<file path="config.mk">
export PLATFORM = sky130hd
export DESIGN_NAME = xor_checked_frame_receiver_core
export DESIGN_NICKNAME = d
export VERILOG_FILES = /design/src/rtl/xcfr_pkg.sv /design/src/rtl/xor_checked_frame_receiver_core.sv /design/src/rtl/xcfr_ram.sv /design/src/rtl/xcfr_front.sv /design/src/rtl/xcfr_jobq.sv /design/src/rtl/xcfr_back.sv
export SDC_FILE = /design/constraint.sdc
export NUM_CORES = 1
export LEC_CHECK = 0
export BUFFER_PORTS_ARGS = -buffer_cell sky130_fd_sc_hd__buf_2
export CAP_MARGIN = 20
export CORE_MARGIN = 2
export CORE_UTILIZATION = 55
export DETAILED_ROUTE_END_ITERATION = 6
export PLACE_DENSITY = 0.74
export SLEW_MARGIN = 20
export SYNTH_ARGS = -nofsm -noshare
export SYNTH_HDL_FRONTEND = slang
export SYNTH_SLANG_ARGS = --single-unit
</file>
<file path="constraint.sdc">
create_clock -name clk -period 4.8 [get_ports clk]
set_input_delay 0.48 -clock clk [delete_from_list [all_inputs] [get_ports clk]]
set_output_delay 0.48 -clock clk [all_outputs]
set_load 0.005 [all_outputs]
</file>
<file path="src/rtl/xcfr_pkg.sv">
// Shared types and constants of the XOR-checked frame receiver.
// Used by every module under rtl/ but xcfr_ram; depends on nothing.
package xcfr_pkg;

    localparam int MAX_WORDS_DEF = 8;
    localparam int JOBQ_DEPTH = 2;

    localparam logic [7:0] START_MARK = 8'hAA;
    localparam logic [7:0] NODE_ID_RST = 8'd2;

    // Word address bit paddr[2] selects the register.
    localparam logic REG_NODE_ID = 1'b0;

    typedef enum logic [2:0] {
        PH_HUNT,
        PH_ID,
        PH_LEN,
        PH_DATA,
        PH_CHECK
    } phase_t;

    // Job queue status seen by the parser and the word reader.
    typedef struct packed {
        logic full;
        logic valid;
    } jq_stat_t;

endpackage

</file>
<file path="src/rtl/xor_checked_frame_receiver_core.sv">
// Top level of the XOR-checked frame receiver: config register and wiring.
// Uses xcfr_pkg, xcfr_front, xcfr_jobq, xcfr_back and xcfr_ram.
//
//   channel   | handshake               | payload
//   ----------+-------------------------+--------------------------------------
//   byte in   | push / full             | rx_byte[7:0]
//   word out  | pop / empty             | word_value[15:0] s, word_index[2:0],
//             |                         | last_word
//   config    | psel penable pwrite ... | paddr[2:0], pwdata, prdata (32 bit)
//
// Bytes are taken one per cycle while full is low. Each decoded word costs
// one read of the payload RAM, and only one read is in flight at a time:
// a new read waits until the last has landed. The RAM holds two frame
// banks; full rises while two good frames still wait to be drained, since
// the parser has no free bank to write. Reset is asynchronous, active low,
// and needs no clearing pass; node_id resets to 2.
module xor_checked_frame_receiver_core #(
    parameter int MAX_WORDS = xcfr_pkg::MAX_WORDS_DEF
) (
    input  logic               clk,
    input  logic               rst_n,
    // byte input queue side
    input  logic               push,
    output logic               full,
    input  logic [7:0]         rx_byte,
    // word output queue side
    input  logic               pop,
    output logic               empty,
    output logic signed [15:0] word_value,
    output logic [2:0]         word_index,
    output logic               last_word,
    // configuration port
    input  logic               psel,
    input  logic               penable,
    input  logic               pwrite,
    input  logic [2:0]         paddr,
    input  logic [31:0]        pwdata,
    output logic [31:0]        prdata,
    output logic               pready
);
    import xcfr_pkg::*;

    localparam int STORE_BYTES = 2 * MAX_WORDS;
    localparam int CNT_W = $clog2(STORE_BYTES + 1) - 1;
    localparam int WA_W = (MAX_WORDS > 1) ? $clog2(MAX_WORDS) : 1;
    // One address bit picks the bank, the rest the word within it.
    localparam int RAM_DEPTH = 2 ** (WA_W + 1);

    logic [7:0] node_id_reg;
    logic       cfg_wr;

    jq_stat_t   jq_stat;
    logic       job_push;
    logic       job_bank;
    logic [CNT_W-1:0] job_words;
    logic       job_pop;
    logic       head_bank;
    logic [CNT_W-1:0] head_words;

    logic            ram_we;
    logic [WA_W:0]   ram_waddr;
    logic [15:0]     ram_wdata;
    logic            ram_re;
    logic [WA_W:0]   ram_raddr;
    logic [15:0]     ram_rdata;

    // Config register: written in the access phase, always ready.
    assign pready = 1'b1;
    assign cfg_wr = psel && penable && pwrite && (paddr[2] == REG_NODE_ID);
    assign prdata = (paddr[2] == REG_NODE_ID) ? {24'd0, node_id_reg} : 32'd0;

    always_ff @(posedge clk or negedge rst_n)
    begin
        if (!rst_n)
        begin
            node_id_reg <= NODE_ID_RST;
        end
        else if (cfg_wr)
        begin
            node_id_reg <= pwdata[7:0];
        end
    end

    // The parser stalls only on a full job queue (both banks claimed).
    assign full = jq_stat.full;

    xcfr_front #(
        .MAX_WORDS (MAX_WORDS)
    ) u_front (
        .clk       (clk),
        .rst_n     (rst_n),
        .push      (push),
        .rx_byte   (rx_byte),
        .node_id   (node_id_reg),
        .jq_stat   (jq_stat),
        .job_push  (job_push),
        .job_bank  (job_bank),
        .job_words (job_words),
        .ram_we    (ram_we),
        .ram_waddr (ram_waddr),
        .ram_wdata (ram_wdata)
    );

    xcfr_jobq #(
        .MAX_WORDS (MAX_WORDS)
    ) u_jobq (
        .clk        (clk),
        .rst_n      (rst_n),
        .push       (job_push),
        .push_bank  (job_bank),
        .push_words (job_words),
        .pop        (job_pop),
        .stat       (jq_stat),
        .head_bank  (head_bank),
        .head_words (head_words)
    );

    xcfr_ram #(
        .WIDTH (16),
        .DEPTH (RAM_DEPTH)
    ) u_ram (
        .clk   (clk),
        .we    (ram_we),
        .waddr (ram_waddr),
        .wdata (ram_wdata),
        .re    (ram_re),
        .raddr (ram_raddr),
        .rdata (ram_rdata)
    );

    xcfr_back #(
        .MAX_WORDS (MAX_WORDS)
    ) u_back (
        .clk        (clk),
        .rst_n      (rst_n),
        .jq_stat    (jq_stat),
        .job_bank   (head_bank),
        .job_words  (head_words),
        .job_pop    (job_pop),
        .ram_re     (ram_re),
        .ram_raddr  (ram_raddr),
        .ram_rdata  (ram_rdata),
        .pop        (pop),
        .empty      (empty),
        .word_value (word_value),
        .word_index (word_index),
        .last_word  (last_word)
    );

`ifndef SYNTHESIS
    // A frame is only committed when a queue slot is free.
    a_push_not_full: assert property (@(posedge clk) disable iff (!rst_n)
        job_push |-> !jq_stat.full)
        else $error("job pushed into full queue");

    // Parser and reader never touch the same bank in one cycle.
    a_bank_apart: assert property (@(posedge clk) disable iff (!rst_n)
        (ram_we && ram_re) |-> (ram_waddr[WA_W] != ram_raddr[WA_W]))
        else $error("RAM write and read hit the same bank");

    // A waiting word that is not the last keeps its frame in the queue.
    a_job_held: assert property (@(posedge clk) disable iff (!rst_n)
        (!empty && !last_word) |-> jq_stat.valid)
        else $error("frame retired before its last word");
`endif

endmodule

</file>
<file path="src/rtl/xcfr_ram.sv">
// Generic single-write, single-read RAM with registered read data.
// Standalone; no package needed.
module xcfr_ram #(
    parameter int WIDTH = 16,
    parameter int DEPTH = 16
) (
    input  logic                     clk,
    input  logic                     we,
    input  logic [$clog2(DEPTH)-1:0] waddr,
    input  logic [WIDTH-1:0]         wdata,
    input  logic                     re,
    input  logic [$clog2(DEPTH)-1:0] raddr,
    output logic [WIDTH-1:0]         rdata
);

    logic [WIDTH-1:0] mem [DEPTH];

    always_ff @(posedge clk)
    begin
        if (we)
        begin
            mem[waddr] <= wdata;
        end
        if (re)
        begin
            rdata <= mem[raddr];
        end
    end

endmodule

</file>
<file path="src/rtl/xcfr_front.sv">
// Byte parser: start hunt, id, length, payload into RAM, checksum check.
// Uses xcfr_pkg; pushes one job per good frame into xcfr_jobq.
module xcfr_front #(
    parameter int MAX_WORDS = xcfr_pkg::MAX_WORDS_DEF
) (
    input  logic                 clk,
    input  logic                 rst_n,
    input  logic                 push,
    input  logic [7:0]           rx_byte,
    input  logic [7:0]           node_id,
    input  xcfr_pkg::jq_stat_t   jq_stat,
    output logic                 job_push,
    output logic                 job_bank,
    output logic [$clog2(2*MAX_WORDS+1)-2:0] job_words,
    output logic                 ram_we,
    output logic [((MAX_WORDS > 1) ? $clog2(MAX_WORDS) : 1):0] ram_waddr,
    output logic [15:0]          ram_wdata
);
    import xcfr_pkg::*;

    localparam int STORE_BYTES = 2 * MAX_WORDS;
    localparam int LEN_W = $clog2(STORE_BYTES + 1);
    localparam int WA_W = (MAX_WORDS > 1) ? $clog2(MAX_WORDS) : 1;

    phase_t           phase_reg, phase_next;
    logic             bank_reg;
    logic [7:0]       frame_id_reg, frame_id_next;
    logic [LEN_W-1:0] frame_len_reg, frame_len_next;
    logic [LEN_W-1:0] taken_reg, taken_next;
    logic [7:0]       xor_reg, xor_next;
    logic [7:0]       hi_reg, hi_next;

    logic             accept;
    logic [LEN_W-1:0] taken_inc;
    logic             len_ok;
    logic             frame_good;

    assign accept     = push && !jq_stat.full;
    assign taken_inc  = taken_reg + LEN_W'(1);
    assign len_ok     = (rx_byte <= 8'(STORE_BYTES));
    assign job_words  = frame_len_reg[LEN_W-1:1];
    assign frame_good = (xor_reg == rx_byte) && (frame_id_reg == node_id)
                        && (job_words != '0);

    // Next phase
    always_comb
    begin
        phase_next = phase_reg;
        if (accept)
        begin
            case (phase_reg)
                PH_HUNT:
                begin
                    if (rx_byte == START_MARK)
                    begin
                        phase_next = PH_ID;
                    end
                end
                PH_ID:
                begin
                    phase_next = PH_LEN;
                end
                PH_LEN:
                begin
                    if (!len_ok)
                    begin
                        phase_next = PH_HUNT;
                    end
                    else if (rx_byte == 8'd0)
                    begin
                        phase_next = PH_CHECK;
                    end
                    else
                    begin
                        phase_next = PH_DATA;
                    end
                end
                PH_DATA:
                begin
                    if (taken_inc >= frame_len_reg)
                    begin
                        phase_next = PH_CHECK;
                    end
                end
                PH_CHECK:
                begin
                    phase_next = PH_HUNT;
                end
                default:
                begin
                    phase_next = PH_HUNT;
                end
            endcase
        end
    end

    // Per-phase datapath updates and outputs
    always_comb
    begin
        frame_id_next  = frame_id_reg;
        frame_len_next = frame_len_reg;
        taken_next     = taken_reg;
        xor_next       = xor_reg;
        hi_next        = hi_reg;
        ram_we         = 1'b0;
        job_push       = 1'b0;
        if (accept)
        begin
            case (phase_reg)
                PH_ID:
                begin
                    frame_id_next = rx_byte;
                    xor_next      = rx_byte;
                end
                PH_LEN:
                begin
                    xor_next = xor_reg ^ rx_byte;
                    if (len_ok)
                    begin
                        frame_len_next = rx_byte[LEN_W-1:0];
                        taken_next     = '0;
                    end
                end
                PH_DATA:
                begin
                    taken_next = taken_inc;
                    xor_next   = xor_reg ^ rx_byte;
                    if (!taken_reg[0])
                    begin
                        hi_next = rx_byte;
                    end
                    else
                    begin
                        ram_we = 1'b1;
                    end
                end
                PH_CHECK:
                begin
                    job_push = frame_good;
                end
                default:
                begin
                    ram_we = 1'b0;
                end
            endcase
        end
    end

    assign job_bank  = bank_reg;
    assign ram_waddr = {bank_reg, taken_reg[WA_W:1]};
    assign ram_wdata = {hi_reg, rx_byte};

    always_ff @(posedge clk or negedge rst_n)
    begin
        if (!rst_n)
        begin
            phase_reg <= PH_HUNT;
            bank_reg  <= 1'b0;
        end
        else
        begin
            phase_reg <= phase_next;
            if (job_push)
            begin
                bank_reg <= ~bank_reg;
            end
        end
    end

    always_ff @(posedge clk)
    begin
        frame_id_reg  <= frame_id_next;
        frame_len_reg <= frame_len_next;
        taken_reg     <= taken_next;
        xor_reg       <= xor_next;
        hi_reg        <= hi_next;
    end

endmodule

</file>
<file path="src/rtl/xcfr_jobq.sv">
// Two-entry queue of accepted frames (RAM bank and word count).
// Uses xcfr_pkg; sits between xcfr_front and xcfr_back.
module xcfr_jobq #(
    parameter int MAX_WORDS = xcfr_pkg::MAX_WORDS_DEF
) (
    input  logic                 clk,
    input  logic                 rst_n,
    input  logic                 push,
    input  logic                 push_bank,
    input  logic [$clog2(2*MAX_WORDS+1)-2:0] push_words,
    input  logic                 pop,
    output xcfr_pkg::jq_stat_t   stat,
    output logic                 head_bank,
    output logic [$clog2(2*MAX_WORDS+1)-2:0] head_words
);
    import xcfr_pkg::*;

    localparam int CNT_W = $clog2(2 * MAX_WORDS + 1) - 1;
    localparam int PTR_W = $clog2(JOBQ_DEPTH);
    localparam int OCC_W = $clog2(JOBQ_DEPTH + 1);

    logic             bank_mem  [JOBQ_DEPTH];
    logic [CNT_W-1:0] words_mem [JOBQ_DEPTH];
    logic [PTR_W-1:0] wr_ptr_reg, rd_ptr_reg;
    logic [OCC_W-1:0] occ_reg;

    assign stat.valid = (occ_reg != '0);
    assign stat.full  = (occ_reg == OCC_W'(JOBQ_DEPTH));
    assign head_bank  = bank_mem[rd_ptr_reg];
    assign head_words = words_mem[rd_ptr_reg];

    always_ff @(posedge clk)
    begin
        if (push)
        begin
            bank_mem[wr_ptr_reg]  <= push_bank;
            words_mem[wr_ptr_reg] <= push_words;
        end
    end

    always_ff @(posedge clk or negedge rst_n)
    begin
        if (!rst_n)
        begin
            wr_ptr_reg <= '0;
            rd_ptr_reg <= '0;
            occ_reg    <= '0;
        end
        else
        begin
            if (push)
            begin
                wr_ptr_reg <= wr_ptr_reg + PTR_W'(1);
            end
            if (pop)
            begin
                rd_ptr_reg <= rd_ptr_reg + PTR_W'(1);
            end
            if (push && !pop)
            begin
                occ_reg <= occ_reg + OCC_W'(1);
            end
            else if (pop && !push)
            begin
                occ_reg <= occ_reg - OCC_W'(1);
            end
        end
    end

endmodule

</file>
<file path="src/rtl/xcfr_back.sv">
// Word reader: walks the head job's RAM bank and fills the output register.
// Uses xcfr_pkg; reads through xcfr_ram, retires jobs in xcfr_jobq.
module xcfr_back #(
    parameter int MAX_WORDS = xcfr_pkg::MAX_WORDS_DEF
) (
    input  logic                 clk,
    input  logic                 rst_n,
    input  xcfr_pkg::jq_stat_t   jq_stat,
    input  logic                 job_bank,
    input  logic [$clog2(2*MAX_WORDS+1)-2:0] job_words,
    output logic                 job_pop,
    output logic                 ram_re,
    output logic [((MAX_WORDS > 1) ? $clog2(MAX_WORDS) : 1):0] ram_raddr,
    input  logic [15:0]          ram_rdata,
    input  logic                 pop,
    output logic                 empty,
    output logic signed [15:0]   word_value,
    output logic [2:0]           word_index,
    output logic                 last_word
);
    import xcfr_pkg::*;

    localparam int CNT_W = $clog2(2 * MAX_WORDS + 1) - 1;
    localparam int WA_W = (MAX_WORDS > 1) ? $clog2(MAX_WORDS) : 1;

    logic [CNT_W-1:0]   k_reg;
    logic [CNT_W-1:0]   k_inc;
    logic               is_last;
    logic               issue;
    logic               pend_reg;
    logic [2:0]         pend_idx_reg;
    logic               pend_last_reg;
    logic               out_valid_reg;
    logic signed [15:0] out_word_reg;
    logic [2:0]         out_idx_reg;
    logic               out_last_reg;

    // One read in flight; the output slot is free by the time data lands.
    assign issue     = jq_stat.valid && !pend_reg && (!out_valid_reg || pop);
    assign k_inc     = k_reg + CNT_W'(1);
    assign is_last   = (k_inc == job_words);
    assign job_pop   = issue && is_last;
    assign ram_re    = issue;
    assign ram_raddr = {job_bank, k_reg[WA_W-1:0]};

    assign empty      = !out_valid_reg;
    assign word_value = out_word_reg;
    assign word_index = out_idx_reg;
    assign last_word  = out_last_reg;

    always_ff @(posedge clk or negedge rst_n)
    begin
        if (!rst_n)
        begin
            k_reg         <= '0;
            pend_reg      <= 1'b0;
            out_valid_reg <= 1'b0;
        end
        else
        begin
            pend_reg <= issue;
            if (issue)
            begin
                k_reg <= is_last ? '0 : k_inc;
            end
            if (pend_reg)
            begin
                out_valid_reg <= 1'b1;
            end
            else if (pop)
            begin
                out_valid_reg <= 1'b0;
            end
        end
    end

    always_ff @(posedge clk)
    begin
        if (issue)
        begin
            pend_idx_reg  <= 3'(k_reg);
            pend_last_reg <= is_last;
        end
        if (pend_reg)
        begin
            out_word_reg <= $signed(ram_rdata);
            out_idx_reg  <= pend_idx_reg;
            out_last_reg <= pend_last_reg;
        end
    end

endmodule

</file>
After elaboration in Yosys (flattened, before gate mapping)
Memory sizes are Yosys's and may differ from the RTL's. A register that Yosys moved wholly into a read port is not among the register bits.
Index checks and enable logic that the tools add are counted.
{"block": "op_classes", "add_sub_neg": 6, "n_lt_le_gt_ge": 2, "eq_ne": 12, "n_mux": 23, "n_bitwise": 4, "reduce_logical": 32}
{"operator": "equality test 8 bit", "n": 2}
{"operator": "case mux 8 bit (2 select lines)", "n": 1}
{"operator": "2-to-1 mux 3 bit", "n": 4}
{"operator": "case mux 3 bit (4 select lines)", "n": 1}
{"operator": "AND reduction 3 bit", "n": 4}
{"operator": "logical AND 1 bit", "n": 11}
{"operator": "2-to-1 mux 1 bit", "n": 11}
{"operator": "case mux 5 bit (2 select lines)", "n": 1}
{"operator": "nonzero test 2 bit", "n": 5}
{"operator": "equality test 8 bit (second input constant)", "n": 1}
{"operator": "less-or-equal comparator 8 x 5 -> 1 bit (second input constant)", "n": 1}
{"operator": "logical NOT 8 bit", "n": 1}
{"operator": "2-to-1 mux 8 bit", "n": 1}
{"operator": "bitwise XOR 8 bit", "n": 1}
{"operator": "equality test 3 x 2 -> 1 bit (second input constant)", "n": 2}
{"operator": "inequality test 2 x 1 -> 1 bit (second input constant)", "n": 3}
{"operator": "adder 5 x 1 -> 5 bit (second input constant)", "n": 1}
{"operator": "greater-or-equal comparator 5 bit", "n": 1}
{"operator": "logical NOT 1 bit", "n": 5}
{"operator": "2-to-1 mux 5 bit", "n": 1}
{"operator": "adder 4 x 1 -> 4 bit (second input constant)", "n": 1}
{"operator": "equality test 4 bit", "n": 1}
{"operator": "2-to-1 mux 2 bit", "n": 2}
{"operator": "2-to-1 mux 4 bit", "n": 1}
{"operator": "12 further kinds", "n": 16}
{"block": "word_totals", "ff_bits": 80, "ram_bits": 266, "inputBits": 50, "word_cells": 101, "memories": 3}
{"memory": "u_ram.mem", "words": 16, "word_bits": 16, "read_ports": 1, "rd_ports_with_merged_regs": 1, "write_ports": 1, "line": "xcfr_ram.sv:16", "source": "logic [WIDTH-1:0] mem [DEPTH];"}
{"memory": "u_jobq.words_mem", "words": 2, "word_bits": 4, "read_ports": 1, "rd_ports_with_merged_regs": 0, "write_ports": 1, "line": "xcfr_jobq.sv:23", "source": "logic [CNT_W-1:0] words_mem [JOBQ_DEPTH];"}
{"memory": "u_jobq.bank_mem", "words": 2, "word_bits": 1, "read_ports": 1, "rd_ports_with_merged_regs": 0, "write_ports": 1, "line": "xcfr_jobq.sv:22", "source": "logic bank_mem [JOBQ_DEPTH];"}

Logic depth before layout (Yosys ltp)
Gate-level depths: netlist of run 1.
{"block": "logic_depth", "depth_word": 9, "mapped_depth": 11, "depth_no_buf": 10}

Hierarchy
Synthesis of run 1 repeated with hierarchy kept, for this count alone.
{"block": "unflattened", "hier_cells": 745, "area_unflattened_um2": 14503.9}
{"module": "xcfr_ram", "instances": 1, "cells_each": 432, "area_per_inst_um2": 10203.5}
{"module": "xcfr_front", "instances": 1, "cells_each": 160, "area_per_inst_um2": 1996.9}
{"module": "xcfr_back", "instances": 1, "cells_each": 69, "area_per_inst_um2": 1169.9}
{"module": "xor_checked_frame_receiver_core", "instances": 1, "cells_each": 52, "area_per_inst_um2": 580.6}
{"module": "xcfr_jobq", "instances": 1, "cells_each": 32, "area_per_inst_um2": 553.0}

Worst setup path after synthesis of run 1
Ideal clock, no wire load.
{"block": "synth_path", "kind": "register to register", "start": "reg u_jobq.occ_reg[1]", "end": "mem u_ram.mem[8][0], enable pin", "setup_time_ns": 0.409, "t_arrival_ns": 2.360, "t_required_ns": 4.391, "setup_slack_ns": 2.031, "stages_incl_launch_ff": 7, "path_buffers": 1, "cell_sequence": "dfrtp_1 > nor2b_1 > nand2b_1 > clkbuf_1 > nor2_1 > nand4b_1 > nor3_1"}
{"block": "synth_via", "elab_chain_cells": 6}
{"item": "from (decl)", "line": "xcfr_jobq.sv:25", "source": "logic [OCC_W-1:0] occ_reg;"}
{"item": "from (signal assigned)", "line": "xcfr_jobq.sv:61", "source": "occ_reg <= occ_reg + OCC_W'(1);"}
{"item": "from (signal assigned)", "line": "xcfr_jobq.sv:65", "source": "occ_reg <= occ_reg - OCC_W'(1);"}
{"item": "equality test 2 bit", "line": "xcfr_jobq.sv:28", "source": "assign stat.full = (occ_reg == OCC_W'(JOBQ_DEPTH));"}
{"item": "via full", "line": "xor_checked_frame_receiver_core.sv:24", "source": "output logic full,"}
{"item": "logical NOT 1 bit", "line": "xcfr_front.sv:38", "source": "assign accept = push && !jq_stat.full;"}
{"item": "logical AND 1 bit", "line": "xcfr_front.sv:38"}
{"item": "2-to-1 mux 1 bit", "line": "xcfr_front.sv:107", "source": "if (accept)"}
{"item": "2-to-1 mux 1 bit", "line": "xcfr_ram.sv:20", "source": "if (we)"}
{"item": "2-to-1 mux 1 bit (implied by the code)", "line": "xcfr_ram.sv:22", "source": "mem[waddr] <= wdata;"}
{"item": "to (decl)", "line": "xcfr_ram.sv:16"}
The timed path passes the listed nets, and every way through them passes these cells.

Final worst setup path of run 1
{"block": "layout_path", "start": "reg u_jobq.occ_reg[1]", "end": "mem u_ram.mem[14][0], enable pin"}
{"block": "layout_via", "elab_chain_cells": 6}
{"item": "equality test 2 bit", "line": "xcfr_jobq.sv:28"}
{"item": "logical NOT 1 bit", "line": "xcfr_front.sv:38"}
{"item": "logical AND 1 bit", "line": "xcfr_front.sv:38"}
{"item": "2-to-1 mux 1 bit", "line": "xcfr_front.sv:107"}
{"item": "2-to-1 mux 1 bit", "line": "xcfr_ram.sv:20"}
{"item": "2-to-1 mux 1 bit (implied by the code)", "line": "xcfr_ram.sv:22"}
No other way between the ends.

==> metrics.cfg, run 1 <==
[run_status]
status=completed

[cells_and_area]
final_cells=1124
layout_commonest_cell=edfxtp_1
nFillCells=1655
area_growth_pct=12.7
drive_above_1_share_pct=28.2
nets=826
final_area_um2=16000
top_register=u_ram.mem
largest_reg_flops=256
layout_common_cells=340 x edfxtp_1, 75 x mux4_2, 53 x buf_2
diodes=0

[synthesis]
ys_seq_area_share_pct=75.9
netlist_instances=678
synth_cell_types=47
syn_area_um2=14200
netlist.area_leader.share_pct=72.0
async_reset_ff_share_pct=6.08
synthFlopType=edfxtp_1
yosysTopAreaCell=edfxtp_1
syn_avg_cell_area_um2=20.9
yosys-top-cells-area=edfxtp_1 72%, mux4_2 12%, dfrtp_1 3.7%
synth-edff-count=340
yosys_register_bits=362
synth_warnings=0

[detailed_routing]
drt-total-wl_um=27000
via_per_inst=5.88
wl_per_cell_um=24.0
via_count=6612
drc=0
first_iter_violations=566
postRouteAntennaNets=0
firstDrtPassIters=5

[sta]
fmax_mhz=327
whs_ns=0.212
final_max_slew_viol_count=0
finalSetupViolations=0
setup_ws_ns=1.74
tns_ns=0
tightest_slew_ns=1.15
slew_headroom_pct=23.4
fin_crit_ns=3.06
finalHoldViolCount=0
min_period_over_period_pct=63.7
rsz0062_at_grt=false
finalClockSkew_ns=0.0248

[global_route]
grt_pass1_vias=6874
grt-ovfl-total=0
grt_first_pass_wirelength_um=40600
antenna_found_initial=0
globalRouteTotalUtil_pct=20.8
grt_max_degree=36

[pwr]
vdd_drop_max_mv=0.293
power.leakage_nw=5.24
powerDensity_nw_per_um2=418

[place]
gp_congestion=0.764
pre_cts_ws_ns=1.78
dp.cells=1057
placed_area_um2=14800
post-dp-hpwl_um=16000
port_buffers=53

[hold_path]
hold_path.startpoint=pwdata[3]
hold_class=in -> reg
hold_depth=2

[worst_setup_path]
startpoint_type=flip-flop
required_ns=5.00
rr_worst_depth=6
crit_path_end_kind=flip-flop
cp_data_arrival_time_ns=3.26
path_class=reg -> reg
path_max_fanout=9
regToRegStartpoint=u_jobq.occ_reg[1]$_DFFE_PN0P_
critPathLaunch=u_jobq.occ_reg[1]$_DFFE_PN0P_

[clock_tree]
cts_sinks=362
cts_root_buffer=clkbuf_16
cts_buffers=37
ctsHoldBuffers=1
cts_resized=0
cts_tree=yes
cts_buffer_depth=3
post_cts_buffers=0
clk_latency_ns=0.52
htreeDepth=2
cts.reportedPaths.clkPinSlew_ns=0.06

[floorplanning]
fp.dieW_um=165
die_area_um2=27100
core_area_um2=25300
start_util_pct=56.2
rows=58
fp.dieH_um=165
ios=105

[run]
cap_violations=0

critical path: stages (launching register included):
cell	delay, ns
dfrtp_1	0.39
nor2b_1	0.15
nand2b_1	0.35
nor2_1	0.32
nand4_1	0.25
nor2_1	0.93
buf_4	0.35
area by class of cell:
class	count	area (µm²)	area share, %
flip-flops and latches	362	10800	67.4
multi-input cells	277	3170	19.8
clock buffers	48	977	6.11
repair buffers	77	465	2.91
well taps	330	413	2.58
clock inverters	17	144	0.900
inverters	13	48.8	0.305
report_power, final:
group / leakage, nW / switching, mW / internal, mW
combinational: 1.36 / 0.194 / 0.162
sequential: 3.33 / 0.0942 / 3.55
clock: 0.550 / 1.13 / 1.55
total: 5.24 / 1.42 / 5.26
layer usage:
| metal | vias up | share of wire [%] | global-route usage [%] |
|---|---|---|---|
| li1 | 2858 | - | - |
| met1 | 3432 | 39 | 27.7 |
| met2 | 262 | 52 | 36.0 |
| met3 | 60 | 6.1 | 3.24 |
| met4 | 0 | 2.2 | 6.09 |
| met5 | - | 0 | 0 |
per-stage QoR:
| step | total power, mW | utilization (%) |
|---|---|---|
| after floorplan | 3.95 | - |
| after global placement | 4.03 | 58.7 |
| after detailed placement | 4.06 | 58.7 |
| after CTS | 6.72 | 63.2 |
| after global routing | 6.90 | 63.3 |
| final | 6.68 | 63.3 |
final timing paths:
path	to	slack (ns)
setup / recovery	u_ram.mem[14][0]$_DFFE_PP_	1.74
hold / removal	node_id_reg[3]$_DFFE_PN0P_	0.21
setup reg to reg	u_ram.mem[14][0]$_DFFE_PP_	1.74
hold reg to reg	u_back.word_value[14]$_DFFE_PP_	0.41
max in group asynchronous	node_id_reg[1]$_DFFE_PN1P_	3.92
min in group asynchronous	u_back.k_reg[0]$_DFFE_PN0P_	0.49
logic make-up (layout without fill, tap and decap cells):
family | after synthesis | after routing | share of synthesized area, %
other cells | 2 | 25 | 0.0529
compound gates | 18 | 18 | 0.767
flops | 362 | 362 | 75.9
mux | 95 | 95 | 14.0
xor+xnor | 38 | 38 | 2.44
buf+inv | 62 | 155 | 2.75
simple gates | 93 | 93 | 3.45
fa+ha+maj | 8 | 8 | 0.706
Yosys cell counts (9+ instances only):
master    instances
xor2_1            9
edfxtp_1        340
nand2_1          16
inv_1            12
buf_4            26
nor2_1           21
nor2b_1          13
mux4_2           75
nor3_1           11
dfrtp_1          21
xnor2_1          28
(Power assumes the default switching activity.)
==> run 2: changes to the inputs <==
Settings changed: CORE_UTILIZATION 55 to 54, PLACE_DENSITY 0.74 to 0.76.
Clock period 4.8 ns to 2.45 ns, I/O delays scaled along.
==> metrics.cfg, run 2 (synthesis results as in run 1) <==
[run_status]
status=completed  ; unchanged

[detailed_routing]
wl_per_cell_um=23.9  ; was 24.0 µm
postRouteAntennaNets=0  ; unchanged
drc=0  ; unchanged
via_count=6837  ; was 6,612
firstDrtPassIters=5  ; unchanged
first_iter_violations=728  ; was 566
drt-total-wl_um=27800  ; was 27,000 µm
via_per_inst=5.89  ; was 5.88

[global_route]
grt-ovfl-total=0  ; unchanged
grt.met3_usage_pct=3.34  ; was 3.24%
grt_pass1_vias=7047  ; was 6,874
grt_max_degree=65  ; was 36
met1_usage_pct=26.8  ; was 27.7%
globalRouteTotalUtil_pct=20.4  ; was 20.8%
antenna_found_initial=0  ; unchanged
grt_first_pass_wirelength_um=41900  ; was 40,600 µm
top_usage_layer=met2  ; unchanged
met2_usage_pct=35.3  ; was 36.0%

[sta]
whs_ns=0.0192  ; was 0.212 ns
final_max_slew_viol_count=0  ; unchanged
tightest_slew_ns=0.666  ; was 1.15 ns
fin_crit_ns=2.37  ; was 3.06 ns
finalHoldViolCount=0  ; unchanged
finalClockSkew_ns=0.0187  ; was 0.0248 ns
min_period_over_period_pct=96.5  ; was 63.7%
setup_ws_ns=0.0846  ; was 1.74 ns
fmax_mhz=423  ; was 327 MHz
finalSetupViolations=0  ; unchanged
slew_headroom_pct=55.5  ; was 23.4%
tns_ns=0  ; unchanged

[worst_setup_path]
cpMaxStageDelayCell=edfxtp_1  ; was nor2_1
required_ns=2.84  ; was 5.00 ns
crit_path_end_kind=flip-flop  ; unchanged
startpoint_type=flip-flop  ; unchanged
path_cells=nand3_1 -> xnor2_1 -> ha_1 -> a21o_1 -> a211oi_1 -> o21ai_1 -> nand2_1 -> mux2_1  ; was nor2b_1 -> nand2b_1 -> nor2_1 -> nand4_1 -> nor2_1 -> buf_4
rrSetupSlack_ns=0.08  ; was 1.74 ns
cp_data_arrival_time_ns=2.76  ; was 3.26 ns
cpPeakStageDelay_ns=0.48  ; was 0.93 ns
path_max_fanout=7  ; was 9
path_class=reg -> reg  ; unchanged

[cells_and_area]
largest_reg_flops=256  ; unchanged
nets=860  ; was 826
drive_above_1_share_pct=30.0  ; was 28.2%
area_growth_pct=14.7  ; was 12.7%
top_register=u_ram.mem  ; unchanged
layout_commonest_cell=edfxtp_1  ; unchanged
final_cells=1161  ; was 1,124
layout_common_cells=340 x edfxtp_1, 75 x mux4_2, 53 x buf_2  ; unchanged
diodes=0  ; unchanged
multi_input_area_um2=3160  ; was 3170 µm²
seq_area_um2=10800  ; unchanged
utilization_pct=62.8  ; was 63.3%
nFillCells=1689  ; was 1,655
final_area_um2=16300  ; was 16,000 µm²

[floorplanning]
core_area_um2=25900  ; was 25,300 µm²
start_util_pct=54.8  ; was 56.2%
fp.dieH_um=166  ; was 165 µm
ios=105  ; unchanged
fp.dieW_um=166  ; was 165 µm
rows=59  ; was 58
die_area_um2=27600  ; was 27,100 µm²

[pwr]
vdd_drop_max_mv=0.560  ; was 0.293 mV
power.leakage_nw=5.41  ; was 5.24 nW
power_mw=13.0  ; was 6.68 mW
powerDensity_nw_per_um2=800  ; was 418 nW/µm²

[clock_tree]
cts.reportedPaths.clkPinSlew_ns=0.06  ; about the same
cts_sinks=362  ; unchanged
htreeDepth=2  ; unchanged
cts_buffers=35  ; was 37
cts_root_buffer=clkbuf_16  ; unchanged
cts_buffer_depth=3  ; unchanged
clk_latency_ns=0.52  ; about the same
cts_tree=yes  ; unchanged

[place]
post-dp-hpwl_um=16300  ; was 16,000 µm
dp.cells=1088  ; was 1,057
gp_congestion=0.794  ; was 0.764
pre_cts_ws_ns=0.109  ; was 1.78 ns
placed_area_um2=15100  ; was 14,800 µm²
port_buffers=53  ; unchanged

[run]
cap_violations=0  ; unchanged

[hold_path]
hold_class=in -> reg  ; unchanged

## run 2: changes by cell type in the layout (fill, tap and decap cells not counted), sizes merged
cell and change:
buf +29, dlygate4sd3 +8, clkbuf -3, clkinv -2, clkinvlp -1, inv +1
## run 2: metal layers
layer	vias to the layer above	routed length [µm]
met5	-	0
met4	0	714
met3	59	2060
met2	319	14300
met1	3536	10700
li1	2923	-
## run 2: area by class of cell
class	instances	share of cell area, %
Timing Repair Buffer	113	4.92
Clock buffer	46	5.76
Multi-Input combinational cell	277	19.4
Clock inverter	15	0.861
Inverter	13	0.300
Sequential cell	362	66.2
Tap cell	335	2.58
## run 2: worst max-delay path, delay by kind of cell (launching register included)
family,cells,cell delay [ns]
compound gates,3,0.59
xor+xnor,1,0.26
fa+ha+maj,1,0.30
flops,1,0.48
mux,1,0.34
simple gates,2,0.27
## run 2: repair_timing
item,4_1_cts,5_1_grt
hold buffers,9,0
setup buffers,0,3
endpoints found under the setup margin,0,2
endpoints found under the hold margin,29,0
resized for setup,0,1
## run 2: worst paths after layout
kind | startpoint | end | depth (start not counted)
max | u_front.taken_reg[0]$_SDFFCE_PP0P_ | u_front.phase_reg[2]$_DFFE_PN0P_ | 8
min | pop | u_back.out_valid_reg$_DFFE_PN0P_ | 4
max reg2reg | u_front.taken_reg[0]$_SDFFCE_PP0P_ | u_front.phase_reg[2]$_DFFE_PN0P_ | 8
min reg2reg | u_ram.rdata[14]$_DFFE_PP_ | u_back.word_value[14]$_DFFE_PP_ | 0
max in group asynchronous | rst_n | u_back.k_reg[0]$_DFFE_PN0P_ | 2
min in group asynchronous | rst_n | u_back.k_reg[2]$_DFFE_PN0P_ | 2
## run 2: power breakdown
part	leakage, nW	internal, mW	switching [mW]
clock network	0.535	2.92	2.17
logic	1.55	0.371	0.428
registers	3.33	6.95	0.169
==> run 3: changes to the inputs <==
Settings changed: BUFFER_PORTS_ARGS -buffer_cell sky130_fd_sc_hd__buf_2 to not set, CORE_UTILIZATION 54 to 55, DONT_BUFFER_PORTS set to 1, PLACE_DENSITY 0.76 to 0.73.
==> metrics.cfg, run 3 (synthesis results as in run 1) <==
[run_status]
status=completed  ; unchanged

[clock_tree]
cts_buffers=35  ; unchanged
cts.reportedPaths.clkPinSlew_ns=0.06  ; about the same
cts_buffer_depth=3  ; unchanged
clk_latency_ns=0.52  ; about the same
cts_root_buffer=clkbuf_16  ; unchanged
cts_tree=yes  ; unchanged
cts_sinks=362  ; unchanged
htreeDepth=2  ; unchanged

[cells_and_area]
nFillCells=1654  ; was 1,689
diodes=0  ; unchanged
nets=813  ; was 860
drive_above_1_share_pct=24.0  ; was 30.0%
final_area_um2=16000  ; was 16,300 µm²
largest_reg_flops=256  ; unchanged
utilization_pct=63.5  ; was 62.8%
layout_commonest_cell=edfxtp_1  ; unchanged
layout_common_cells=340 x edfxtp_1, 75 x mux4_2, 43 x buf_4  ; was 340 x edfxtp_1, 75 x mux4_2, 53 x buf_2
area_growth_pct=13.0  ; was 14.7%
top_register=u_ram.mem  ; unchanged

[floorplanning]
rows=58  ; was 59
die_area_um2=27100  ; was 27,600 µm²
fp.dieH_um=165  ; was 166 µm
ios=105  ; unchanged
start_util_pct=56.2  ; was 54.8%
fp.dieW_um=165  ; was 166 µm
core_area_um2=25300  ; was 25,900 µm²

[place]
placed_area_um2=14800  ; was 15,100 µm²
port_buffers=0  ; was 53
post-dp-hpwl_um=16800  ; was 16,300 µm
gp_congestion=0.813  ; was 0.794

[detailed_routing]
via_count=6737  ; was 6,837
via_per_inst=6.06  ; was 5.89
firstDrtPassIters=5  ; unchanged
first_iter_violations=691  ; was 728
drt-total-wl_um=28600  ; was 27,800 µm
wl_per_cell_um=25.8  ; was 23.9 µm
postRouteAntennaNets=0  ; unchanged
drc=0  ; unchanged

[worst_setup_path]
startpoint_type=flip-flop  ; unchanged
path_class=reg -> reg  ; unchanged
required_ns=2.84  ; about the same
crit_path_end_kind=flip-flop  ; unchanged
cp_data_arrival_time_ns=2.72  ; was 2.76 ns
path_max_fanout=5  ; was 7

[pwr]
vdd_drop_max_mv=0.613  ; was 0.560 mV
powerDensity_nw_per_um2=802  ; was 800 nW/µm²
power.leakage_nw=5.20  ; was 5.41 nW

[sta]
fmax_mhz=429  ; was 423 MHz
fin_crit_ns=2.33  ; was 2.37 ns
finalHoldViolCount=0  ; unchanged
final_max_slew_viol_count=0  ; unchanged
slew_headroom_pct=42.2  ; was 55.5%
tightest_slew_ns=0.864  ; was 0.666 ns
rsz0062_at_grt=true
finalClockSkew_ns=0.0152  ; was 0.0187 ns
min_period_over_period_pct=95.1  ; was 96.5%
finalSetupViolations=0  ; unchanged

[global_route]
globalRouteTotalUtil_pct=21.8  ; was 20.4%
grt_first_pass_wirelength_um=42700  ; was 41,900 µm
grt_max_degree=35  ; was 65
grt-ovfl-total=0  ; unchanged
antenna_found_initial=0  ; unchanged
grt_pass1_vias=6970  ; was 7,047

[run]
cap_violations=0  ; unchanged

[hold_path]
hold_class=in -> reg  ; unchanged

==> run 3: through the flow <==
step,hold slack (ns),instances,power [mW],TNS [ns],setup WS [ns]
floorplan,-0.0506,701,7.74,0,0.0966
global placement,-0.0501,1026,7.84,0,0.262
detailed placement,-0.0501,1026,7.90,0,0.106
CTS,0.0796,1108,12.9,0,0.0633
global route,0.128,1112,13.3,-0.0168,-0.0168
finish,0.0885,1112,12.9,0,0.120
==> run 3: worst paths after layout <==
kind / from / endpoint / cells past startpoint / slack, ns
worst max register to register: u_front.taken_reg[0]$_SDFFCE_PP0P_ / u_front.phase_reg[0]$_DFFE_PN0P_ / 8 / 0.12
worst max-delay path: u_front.taken_reg[0]$_SDFFCE_PP0P_ / u_front.phase_reg[0]$_DFFE_PN0P_ / 8 / 0.12
min in group asynchronous: rst_n / u_back.k_reg[2]$_DFFE_PN0P_ / 2 / 0.27
worst min-delay path: rx_byte[5] / u_front.phase_reg[1]$_DFFE_PN0P_ / 4 / 0.09
max in group asynchronous: rst_n / u_back.k_reg[0]$_DFFE_PN0P_ / 2 / 1.79
worst min register to register: u_ram.rdata[14]$_DFFE_PP_ / u_back.word_value[14]$_DFFE_PP_ / 0 / 0.41
==> run 3: critical path, cell delays in order (launching register included) <==
cell      delay (ns)
edfxtp_1        0.45
ha_1            0.25
nand3_1         0.11
xnor2_1         0.25
ha_1            0.31
a211oi_1        0.24
o21ai_1         0.15
nand2_1         0.12
mux2_1          0.33
==> run 3: area by class of cell <==
type | instances | area, µm² | share of cell area [%]
clock inverters | 14 | 106 | 0.663
flip-flops and latches | 362 | 10800 | 67.2
well taps | 330 | 413 | 2.58
inverters | 13 | 48.8 | 0.304
multi-input cells | 277 | 3160 | 19.7
repair buffers | 66 | 588 | 3.67
clock buffers | 50 | 953 | 5.95
==> run 3: metal layers <==
metal	track usage [%]	share of wire [%]	vias up
met5	0	0	-
li1	-	-	2841
met4	5.61	1.8	0
met2	37.4	53	295
met3	4.14	6.9	52
met1	29.2	39	3549
==> run 3: power by group <==
group | internal [mW] | total [mW] | leakage [nW] | switching [mW]
clock | 2.84 | 4.99 | 0.513 | 2.15
sequential | 6.95 | 7.12 | 3.33 | 0.167
combinational | 0.348 | 0.747 | 1.36 | 0.400
total | 10.1 | 12.9 | 5.20 | 2.72
==> run 3: repair_timing <==
item                                    CTS  global route
endpoints found under the setup margin    0             3
buffers inserted                          0             3
hold endpoints to repair                188            21
hold buffers                             18             1
resized for setup                         0             1
